File: src/bfern_pkg.sv
// Shared types and constants for the fern point generator.
// No dependencies; imported by every module of the block.
package bfern_pkg;

    localparam int SCREEN_WIDTH_DEF  = 1024;
    localparam int SCREEN_HEIGHT_DEF = 768;
    localparam int FRAC_BITS_DEF     = 16;

    localparam int DRAW_W     = 16;
    localparam int PIX_W      = 16;
    localparam int ZOOM_W     = 16;
    localparam int SHIFT_W    = 12;
    localparam int CFG_IDX_W  = 2;
    localparam int CFG_DATA_W = 16;

    localparam logic [ZOOM_W-1:0] ZOOM_RESET = 16'd12800;

    // map code queue between front and back
    localparam int QUEUE_DEPTH = 2;

    // draw thresholds for map selection
    localparam logic [DRAW_W-1:0] STEM_LIMIT = 16'd655;
    localparam logic [DRAW_W-1:0] MAIN_LIMIT = 16'd56361;
    localparam logic [DRAW_W-1:0] LEFT_LIMIT = 16'd60948;

    typedef enum logic [CFG_IDX_W-1:0] {
        REG_ZOOM_SCALE = 2'd0,
        REG_SHIFT_X    = 2'd1,
        REG_SHIFT_Y    = 2'd2
    } cfg_reg_t;

    typedef enum logic [1:0] {
        MAP_STEM  = 2'd0,
        MAP_MAIN  = 2'd1,
        MAP_LEFT  = 2'd2,
        MAP_RIGHT = 2'd3
    } map_t;

    localparam int NUM_MAPS  = 4;
    localparam int NUM_COEFS = 5;

    // coefficient slots of one map row
    localparam int CO_A = 0;
    localparam int CO_B = 1;
    localparam int CO_C = 2;
    localparam int CO_D = 3;
    localparam int CO_F = 4;

    // per map: a, b, c, d, f in hundredths
    localparam int MAP_HUND [NUM_MAPS][NUM_COEFS] = '{
        '{  0,   0,  0, 16,   0},
        '{ 85,   4, -4, 85, 160},
        '{ 20, -26, 23, 22, 160},
        '{-15,  28, 26, 24,  44}
    };

    // queue head as seen by the back end
    typedef struct packed {
        logic valid;
        map_t map;
    } q_item_t;

    // hundredths to fixed point, rounded to nearest, ties away from zero
    function automatic longint q_coef(input int h, input int frac);
        longint mag;
        longint scaled;
        mag    = (h < 0) ? -longint'(h) : longint'(h);
        scaled = (mag * (longint'(1) << frac) + 50) / 100;
        return (h < 0) ? -scaled : scaled;
    endfunction

endpackage

File: src/bfern_front.sv
// Front end: accepts draws, classifies each into a map code and queues it.
// Depends on bfern_pkg.
module bfern_front (
    input  logic                           aclk,
    input  logic                           aresetn,
    input  logic                           s_valid,
    output logic                           s_ready,
    input  logic [bfern_pkg::DRAW_W-1:0]   s_random_draw,
    input  logic                           q_pop,
    output bfern_pkg::q_item_t             q_head
);
    import bfern_pkg::*;

    localparam int PTR_W = (QUEUE_DEPTH > 1) ? $clog2(QUEUE_DEPTH) : 1;
    localparam int CNT_W = $clog2(QUEUE_DEPTH + 1);

    map_t             mem_reg [QUEUE_DEPTH];
    logic [PTR_W-1:0] wr_ptr_reg, wr_ptr_next;
    logic [PTR_W-1:0] rd_ptr_reg, rd_ptr_next;
    logic [CNT_W-1:0] cnt_reg, cnt_next;
    map_t             draw_map;
    logic             push;
    logic             pop;

    always_comb begin
        if (s_random_draw < STEM_LIMIT) begin
            draw_map = MAP_STEM;
        end else if (s_random_draw < MAIN_LIMIT) begin
            draw_map = MAP_MAIN;
        end else if (s_random_draw < LEFT_LIMIT) begin
            draw_map = MAP_LEFT;
        end else begin
            draw_map = MAP_RIGHT;
        end
    end

    assign s_ready      = (cnt_reg != CNT_W'(QUEUE_DEPTH));
    assign push         = s_valid && s_ready;
    assign pop          = q_pop && (cnt_reg != '0);
    assign q_head.valid = (cnt_reg != '0);
    assign q_head.map   = mem_reg[rd_ptr_reg];

    always_comb begin
        wr_ptr_next = wr_ptr_reg;
        rd_ptr_next = rd_ptr_reg;
        if (push) begin
            wr_ptr_next = (wr_ptr_reg == PTR_W'(QUEUE_DEPTH - 1)) ? '0
                                                                  : wr_ptr_reg + 1'b1;
        end
        if (pop) begin
            rd_ptr_next = (rd_ptr_reg == PTR_W'(QUEUE_DEPTH - 1)) ? '0
                                                                  : rd_ptr_reg + 1'b1;
        end
        cnt_next = cnt_reg + CNT_W'(push) - CNT_W'(pop);
    end

    always_ff @(posedge aclk) begin
        if (!aresetn) begin
            wr_ptr_reg <= '0;
            rd_ptr_reg <= '0;
            cnt_reg    <= '0;
        end else begin
            wr_ptr_reg <= wr_ptr_next;
            rd_ptr_reg <= rd_ptr_next;
            cnt_reg    <= cnt_next;
        end
    end

    always_ff @(posedge aclk) begin
        if (push) begin
            mem_reg[wr_ptr_reg] <= draw_map;
        end
    end

endmodule

File: config.mk
export PLATFORM = sky130hd
export DESIGN_NAME = bfern_front
export DESIGN_NICKNAME = d
export VERILOG_FILES = /design/src/bfern_pkg.sv /design/src/bfern_front.sv
export SDC_FILE = /design/constraint.sdc
export NUM_CORES = 1
export LEC_CHECK = 0
export BUFFER_PORTS_ARGS = -buffer_cell sky130_fd_sc_hd__buf_2
export CAP_MARGIN = 10
export CORE_MARGIN = 4
export CORE_UTILIZATION = 37
export CTS_CLUSTER_DIAMETER = 80
export DETAILED_ROUTE_END_ITERATION = 8
export GPL_ROUTABILITY_DRIVEN = 0
export GPL_TIMING_DRIVEN = 0
export PLACE_DENSITY_LB_ADDON = 0.3
export SETUP_SLACK_MARGIN = 0.1
export SLEW_MARGIN = 40
export SYNTH_ARGS = -nofsm -noshare
export SYNTH_HDL_FRONTEND = slang
export SYNTH_SLANG_ARGS = --single-unit
File: constraint.sdc
create_clock -name aclk -period 1.6 [get_ports aclk]
set_input_delay 0.32 -clock aclk [delete_from_list [all_inputs] [get_ports aclk]]
set_output_delay 0.32 -clock aclk [all_outputs]
set_load 0.01 [all_outputs]
==> results.txt, run 1 <==
The standard cell core area is 1320 µm². The min-delay analysis places its worst path in the category in2reg. The clock transition time at the flip-flop clock pins of the worst setup and hold paths is 60 ps. Detailed routing inserted a total of 463 vias.

The initial DRC count came out at 3. The post-route netlist has 51.9% of its cells at a drive strength greater than 1. For the pin with the worst max-slew slack, the measured transition is 288 ps. The max-capacitance violation count is 0.

The clock period minus worst slack is 1640 ps. The critical path in this run is classified as reg2reg. The count of inserted antenna diode cells came out at 0. CTS placed an instance of sky130_fd_sc_hd__clkbuf_4 at the clock tree root. After synthesis, the largest area contributor takes up 23.0% of total cell area. The final-report max-slew violation count came out at 0.

The total of buffers placed on input and output ports is 23. TritonCTS built the clock tree. On the worst path, the slowest cell contributes a delay of 320 ps.

The worst-skew pair later-pin latency is 260 ps. The die is 45.6 µm wide. The cell count after synthesis came out at 50. The area of all placed cells without fillers is 738 µm². The worst path arrival time came out at 1790 ps. The number of endpoints failing setup at the final stage is 1.

Clock skew on the completed layout was measured at 0.567 ps. The number of placement rows came out at 13. The number of H-tree levels is 1.

The number of global-route vias before repair came to 424. The areal power density over the cells came out at 1260 nW/µm². Counting flops and latches in the post-synthesis netlist gives 9. Traced cell by cell, the critical path runs through or2_4 -> and2_4 -> ha_4 -> inv_2 -> ha_4 -> xnor2_2 -> xnor2_1 -> and2_1. The dominant cell type by area after synthesis is sky130_fd_sc_hd__edfxtp_1. The number of nets in the layout came out at 102. Setup repair after global routing could not meet its margin everywhere. The unique cell type count in the Yosys netlist is 26. Once the floorplan was initialized, standard cells occupied 39.7% of the core. The average vias per placed instance is 4.93. The worst setup path is launched from a register.

Of the synthesized area, sequential elements account for 42.1%. In this run the deepest clock path goes through 2 buffers. Yosys mapped a number of flops with a built-in enable equal to 4. The total power is 0.000927 W. The HPWL after detailed placement came out at 846 µm. Yosys printed 0 warnings. STA classifies the critical path endpoint as a register. The switching power total is 0.000288 W. The sum of overflow across all layers after global routing came out at 0. The combined buffer and inverter count along the critical path came out at 1.

The switching share of power came out at 31.1%. The relative max-transition margin came out at 80.7%. The total number of clock tree sinks came out at 9.

The internal power came out at 0.000639 W. The post-detailed-placement cell area came out at 686 µm². The first-pass GRT wire length came out at 1.69 mm. OpenSTA, run right after detailed placement, puts the worst setup slack at -49.4 ps.

When the netlist entered floorplanning its net count stood at 72. The maximum fanout encountered on the critical timing path came out at 3. In this run the remaining antenna-violating nets after routing total 0.

The number of placed I/O pins came out at 24. The count of TritonRoute iterations in the first routing pass came out at 4. The number of buffers added by the clock tree synthesis step came out at 3. Wires add up to 1.02 mm. The die outline height is 45.6 µm. The initial antenna violation count is 0.

Among all flip-flop cells after synthesis, the most frequent one is sky130_fd_sc_hd__dfxtp_1. The worst setup margin came out at -36.1 ps. The share of the core filled with cells in the final layout is 56.0%.

The post-synthesis async set-or-reset flop share came out at 0%. The checks that failed: negative setup slack. The run finished, with violations left. The part of the cycle the worst path needs is 102%.

The area growth from synthesis to final layout is 41.1%. The most common cell type on the critical path is sky130_fd_sc_hd__ha_4. By area the synthesized netlist is led by sky130_fd_sc_hd__edfxtp_1 23%, sky130_fd_sc_hd__dfxtp_1 19%, sky130_fd_sc_hd__xnor2_1 6.7%.

The final count of hold timing violations came out at 0. The power share of the sequential group is 36.4%. In the routed design, unresolved DRC markers number 0. The maximum clock rate is 0.611 GHz. The slowest stage of the critical path belongs to the cell sky130_fd_sc_hd__dfxtp_2. The pin count of the biggest net entering global routing came out at 6. The clock network power share came out at 19.1%.

Each instance of the synthesized netlist takes up on average 10.5 µm². The cell area after synthesis is 523 µm². The die covers 2080 µm². Per report_power, the combinational group accounts for 44.5% of the total. The global-route total usage across every layer came out at 11.6%. The maximum resistive drop on vdd came out at 626 µV.

The required time reported for the critical path endpoint came out at 1760 ps. By count the netlist is led by 5 x sky130_fd_sc_hd__dfxtp_1, 4 x sky130_fd_sc_hd__and2_1, 4 x sky130_fd_sc_hd__edfxtp_1, 4 x sky130_fd_sc_hd__xnor2_1. The cell total after placement came out at 88. Among cell families on the critical path, the largest total delay comes from simple AND/OR/NAND/NOR gates. The analysis attributes to cell leakage a power of 0.294 nW. The number of standard cells in the final layout excluding fillers is 94. By instance count, the leading cell after synthesis is sky130_fd_sc_hd__dfxtp_1. The wire length per cell is 10.9 µm.
## layer usage
| layer | GRT usage [%] | wire length (µm) | up-vias |
|---|---|---|---|
| li1 | - | - | 246 |
| met1 | 12.6 | 416 | 204 |
| met2 | 19.5 | 531 | 11 |
| met3 | 3.56 | 56 | 2 |
| met4 | 7.02 | 17 | 0 |
| met5 | 0 | 0 | - |
## path summary, 6_finish.rpt
| check | startpoint | to | slack, ps | cells past startpoint |
|---|---|---|---|---|
| worst min register to register | rd_ptr_reg | register | 560 | 2 |
| worst min-delay path | aresetn | cnt_reg[0] | 320 | 2 |
| worst max register to register | cnt_reg[0] | cnt_reg[1] | -40 | 8 |
| worst max-delay path | cnt_reg[0] | cnt_reg[1] | -40 | 8 |
## through the flow
stage          setup TNS, ps  hold slack [ps]
4_1_cts                -37.3              311
3_3_place_gp           -44.3              521
5_1_grt                -93.6              316
3_5_place_dp           -49.4              546
6_report               -36.1              318
2_1_floorplan          -30.8              442
## power groups by stage
stage               registers, W  logic (W)  clock network (W)
floorplan               0.000334   0.000261                  0
global placement        0.000341   0.000350                  0
detailed placement      0.000342   0.000359                  0
CTS                     0.000336   0.000419           0.000185
global route            0.000343   0.000468           0.000198
finish                  0.000337   0.000413           0.000177
## worst register-to-register path, cell delays in order, from the launching register on
cell	delay, ps
sky130_fd_sc_hd__dfxtp_2	320
sky130_fd_sc_hd__or2_4	240
sky130_fd_sc_hd__and2_4	150
sky130_fd_sc_hd__ha_4	250
sky130_fd_sc_hd__inv_2	30
sky130_fd_sc_hd__ha_4	150
sky130_fd_sc_hd__xnor2_2	130
sky130_fd_sc_hd__xnor2_1	120
sky130_fd_sc_hd__and2_1	130
## logic make-up after synthesis
group                    count (synthesis)  synth area share, %
AND/OR/NAND/NOR                         24                 31.8
flip-flops                               9                 42.1
AO/OA/AOI/OAI                            8                 9.57
XOR/XNOR                                 4                 6.70
multiplexers                             2                 4.31
adder cells (fa/ha/maj)                  2                 4.78
buffers and inverters                    1                0.717
## placed cells by master (no fill, tap or decap)
cell / synthesis / routed
sky130_fd_sc_hd__nor2b_1: 2 / 2
sky130_fd_sc_hd__a41oi_1: 1 / 1
sky130_fd_sc_hd__and3_1: 1 / 1
sky130_fd_sc_hd__o21ai_0: 3 / 3
sky130_fd_sc_hd__clkbuf_1: 0 / 1
sky130_fd_sc_hd__or2_4: 0 / 1
sky130_fd_sc_hd__o21ai_1: 1 / 1
sky130_fd_sc_hd__nand4_1: 1 / 1
sky130_fd_sc_hd__dfxtp_1: 5 / 3
sky130_fd_sc_hd__dfxtp_2: 0 / 2
sky130_fd_sc_hd__nand3_1: 2 / 2
sky130_fd_sc_hd__clkbuf_4: 0 / 3
sky130_fd_sc_hd__nor4b_4: 1 / 1
sky130_fd_sc_hd__inv_2: 0 / 1
sky130_fd_sc_hd__nand2_1: 2 / 2
sky130_fd_sc_hd__nor3_1: 1 / 1
sky130_fd_sc_hd__mux2_2: 2 / 2
sky130_fd_sc_hd__nor4_1: 2 / 2
sky130_fd_sc_hd__nor4_2: 2 / 2
sky130_fd_sc_hd__nor2_1: 3 / 3
sky130_fd_sc_hd__buf_4: 0 / 2
sky130_fd_sc_hd__a311oi_1: 1 / 1
sky130_fd_sc_hd__nor4b_1: 1 / 1
sky130_fd_sc_hd__xnor2_2: 0 / 1
sky130_fd_sc_hd__a21oi_1: 1 / 1
sky130_fd_sc_hd__ha_4: 0 / 2
sky130_fd_sc_hd__and2_1: 4 / 3
sky130_fd_sc_hd__edfxtp_1: 4 / 4
sky130_fd_sc_hd__xnor2_1: 4 / 3
sky130_fd_sc_hd__and2_4: 0 / 1
sky130_fd_sc_hd__a21boi_0: 1 / 1
sky130_fd_sc_hd__nand2b_1: 1 / 1
sky130_fd_sc_hd__buf_2: 0 / 23
## final cells by class
cell class | instances | area (µm²)
tap | 15 | 18.8
clock buffer | 4 | 26.3
timing repair buffer | 25 | 130
fill | 130 | 579
multi-input combinational | 40 | 337
inverter | 1 | 3.75
sequential | 9 | 223
## what timing repair did
item / in CTS / in global routing
resized for setup: 2 / 1
hold buffers: 0 / 0
setup endpoints to repair: 2 / 1
pin swaps: 0 / 0
buffers inserted: 2 / 0
cloned: 0 / 0
(Power assumes the default switching activity.)
==> run 2, diff against run 1 <==
--- a/config.mk
+++ b/config.mk
@@ -5,6 +5,7 @@
 export SDC_FILE = /design/constraint.sdc
 export NUM_CORES = 1
 export LEC_CHECK = 0
+export ABC_AREA = 1
 export BUFFER_PORTS_ARGS = -buffer_cell sky130_fd_sc_hd__buf_2
 export CAP_MARGIN = 10
 export CORE_MARGIN = 4
@@ -15,7 +16,7 @@
 export GPL_TIMING_DRIVEN = 0
 export PLACE_DENSITY_LB_ADDON = 0.3
 export SETUP_SLACK_MARGIN = 0.1
-export SLEW_MARGIN = 40
+export SLEW_MARGIN = 10
 export SYNTH_ARGS = -nofsm -noshare
 export SYNTH_HDL_FRONTEND = slang
 export SYNTH_SLANG_ARGS = --single-unit
==> run 2 against run 1 <==
  * Hold slack worse by 30 ps
  * Critical endpoint unchanged
  * Synthesized cell count is 98% higher
  * Clock power down 2%
  * Worst setup slack better by 210 ps
  * The flow now finishes without violations
  * Final area is 21% higher
  * Combinational power rose by 5.3%
  * Cell count grew 63%
  * Maximum frequency up 15%
  * Largest cell class unchanged
  * Non-clock buffer count up 1
==> results.txt, run 2 <==
The run finished with clean final reports. The worst setup margin is 173 ps. In the synthesized netlist, the cells that appear most often are 24 x sky130_fd_sc_hd__nand2_1, 19 x sky130_fd_sc_hd__nor2_1, 16 x sky130_fd_sc_hd__inv_1, 5 x sky130_fd_sc_hd__a21oi_1, 5 x sky130_fd_sc_hd__dfxtp_1.

The final count of hold timing violations came to 0. The initial DRC count is 14. The worst hold path passes through 3 cells. The path type of the worst min-delay path is in2reg. The count of inserted antenna diode cells is 0. The maximum resistive drop on vdd is 833 µV. The main flop type after synthesis is sky130_fd_sc_hd__dfxtp_1.

The clock period minus worst slack is 1430 ps. After Yosys synthesis, XOR and XNOR cells account for 1.34% of the synthesized area. The total number of clock tree sinks is 9. The internal portion of the total power is 0.000613 W.

After Yosys synthesis, and, or, nand and nor cells account for 36.3% of the synthesized area. In this run the clock root is driven by a sky130_fd_sc_hd__clkbuf_4. The share of the core filled with cells in the final layout came out at 56.0%.

The most common cell after layout, fill and taps aside is sky130_fd_sc_hd__buf_2. The area share of the largest cell type after synthesis is 18.3%. Entering global routing, the biggest net connects 6 pins. Static timing analysis puts the maximum clock frequency at 0.701 GHz. The maximum buffer depth of the clock tree came out at 2. The die outline height is 50.1 µm. The first global-routing pass estimated 2.13 mm of wire.

The sequential cell area came out at 225 µm². The wire length per cell came out at 8.71 µm. The power share of the sequential group is 35.9%.

The layout has 158 filler cells. At the pin with the least slew margin, the transition time is 200 ps. The total leakage power is 0.451 nW. The max-capacitance violation count is 0.

Summing all multi-input logic gate instances after layout gives 398 µm². The number of synthesized flops with an enable pin came out at 4. The unique cell type count in the Yosys netlist is 22.

The initial antenna violation count is 0. The area growth from synthesis to final layout came out at 36.1%. The required time reported for the critical path endpoint is 1740 ps. In this run, synthesis produced a sequential element count of 9. The relative max-transition margin came out at 86.6%. Clock-pin slew was measured on the worst setup and hold paths at 60 ps. The overall via count from detail_route is 669.

The multiplexer share of the synthesized area is 3.44%. The final setup skew is 3.46 ps. The post-synthesis async set-or-reset flop share came out at 0%. The worst hold margin came out at 288 ps. After synthesis, the largest family of logic cells by area is simple AND/OR/NAND/NOR gates. STA classifies the critical path startpoint as a register. The clock tree from TritonCTS is built. Summing every instance area after synthesis gives 656 µm². The synthesized-area fraction occupied by ao, oa, aoi and oai cells is 10.1%.

For this run, design rule violations remaining after detail routing come to 0. The later pin in the worst-skew pair is clocked with a latency of 260 ps. The detailed-route wire length came out at 1.33 mm.

Yosys instantiated no cell more often than sky130_fd_sc_hd__nand2_1. Clock tree synthesis inserted a total of 3 buffers. For this run, the number of Yosys warnings is 0. The number of cells traversed by the worst register-to-register path is 10. The worst setup path is of the reg2reg kind. The total of buffers placed on input and output ports is 23. The clock network power share is 18.2%.

The die covers 2510 µm². The share of the Yosys chip area taken by registers is 33.6%. The number of nets produced by synthesis came out at 121.

The final critical path takes up 89.2% of the cycle. Measured along the x axis, the die boundary spans 50.1 µm. The HPWL after detailed placement came out at 1.05 mm. The worst path arrival time came out at 1570 ps. Once the floorplan was initialized, standard cells occupied 41.1% of the core. The combinational share of power came out at 45.9%. The global-route total usage across every layer is 10.7%. Of the total synthesized cell area, the portion taken by full adders, half adders and majority gates is 3.82%. Setup repair after global routing left no endpoint under its margin. By area the synthesized netlist is led by sky130_fd_sc_hd__edfxtp_1 18%, sky130_fd_sc_hd__dfxtp_1 15%, sky130_fd_sc_hd__nand2_1 14%. The dominant cell type by area after synthesis is sky130_fd_sc_hd__edfxtp_1.

The top cell types in the final layout, fill and taps aside, are 23 x sky130_fd_sc_hd__buf_2, 22 x sky130_fd_sc_hd__nand2_1, 19 x sky130_fd_sc_hd__nor2_1. Dividing total power by cell area gives a power density of 1060 nW/µm². Along the worst path, the maximum fanout reaches 4.

Net switching is 35.3% of the power. The number of nets in the layout is 152. The sum of overflow across all layers after global routing is 0.

The number of placed I/O pins came out at 24. Of the cells placed in the final design, the portion with a size suffix greater than 1 is 40.3%. The standard cell core area came out at 1590 µm². The count of TritonRoute iterations in the first routing pass is 4.

The number of global-route vias before repair is 555. The final antenna-violating net count is 0. The final-layout setup total negative slack is 0 ps. The total power came out at 0.000947 W.

The number of endpoints failing setup at the final stage is 0. In this run the number of H-tree levels came out at 1. Row generation in the floorplan step produced 14 rows.

The final-report max-slew violation count is 0. The average vias per placed instance is 4.37. The worst setup slack after placement came out at 90.0 ps.

A synthesized cell averages 6.62 µm². The post-synthesis cell count came out at 99. STA classifies the critical path endpoint as a register. The switching power total is 0.000334 W.
-- run 2: logic make-up after synthesis --
group                    Yosys count
AND/OR/NAND/NOR                   54
buffers and inverters             20
AO/OA/AOI/OAI                     11
flip-flops                         9
multiplexers                       2
adder cells (fa/ha/maj)            2
XOR/XNOR                           1
-- run 2: timing repair --
item                       4_1_cts  5_1_grt
setup endpoints to repair        1        1
gates resized for setup          7        5
setup buffers                    0        3
pin swaps                        3        4
hold buffers                     0        0
hold endpoints to repair         0        0
-- run 2: metal layers --
layer	part of all wire [%]	GRT usage [%]	routed length, µm
met5	0	0	0
met4	2.0	4.15	27
met3	6.0	3.01	80
met1	42	13.1	557
met2	50	17.4	667
-- run 2: final cells by class --
type                            instances  share of cell area, %
Tap cell                               24                   3.37
Sequential cell                         9                   25.2
Multi-Input combinational cell         70                   44.6
Timing Repair Buffer                   26                   15.4
Clock buffer                            4                   2.95
Inverter                               20                   8.42
-- run 2: critical path, stage by stage, from the launching register on --
cell and delay [ps]:
sky130_fd_sc_hd__dfxtp_4 340, sky130_fd_sc_hd__inv_2 50, sky130_fd_sc_hd__nand2_2 50, sky130_fd_sc_hd__nand2_1 60, sky130_fd_sc_hd__inv_2 60, sky130_fd_sc_hd__ha_4 260
sky130_fd_sc_hd__inv_2 40, sky130_fd_sc_hd__ha_4 150, sky130_fd_sc_hd__xnor2_2 120, sky130_fd_sc_hd__o21ai_1 120, sky130_fd_sc_hd__a21oi_1 50
-- run 2: power by group through the flow --
| stage | combinational [W] | sequential [W] | clock, W |
|---|---|---|---|
| CTS | 0.000338 | 0.000338 | 0.000180 |
| floorplan | 0.000215 | 0.000327 | 0 |
| finish | 0.000435 | 0.000340 | 0.000173 |
| global route | 0.000499 | 0.000347 | 0.000187 |
| detailed placement | 0.000312 | 0.000336 | 0 |
| global placement | 0.000305 | 0.000331 | 0 |
-- run 2: final timing paths --
path	endpoint	slack, ps	startpoint
max	cnt_reg[1]	170	cnt_reg[0]
max reg2reg	cnt_reg[1]	170	cnt_reg[0]
min reg2reg	rd_ptr_reg	460	rd_ptr_reg
min	cnt_reg[0]	290	aresetn
-- run 2: through the flow --
step | std cells | area, µm²
after global placement | 146 | 801
final | 153 | 892
after floorplan | 99 | 656
after detailed placement | 146 | 801
after global routing | 153 | 892
after CTS | 150 | 842
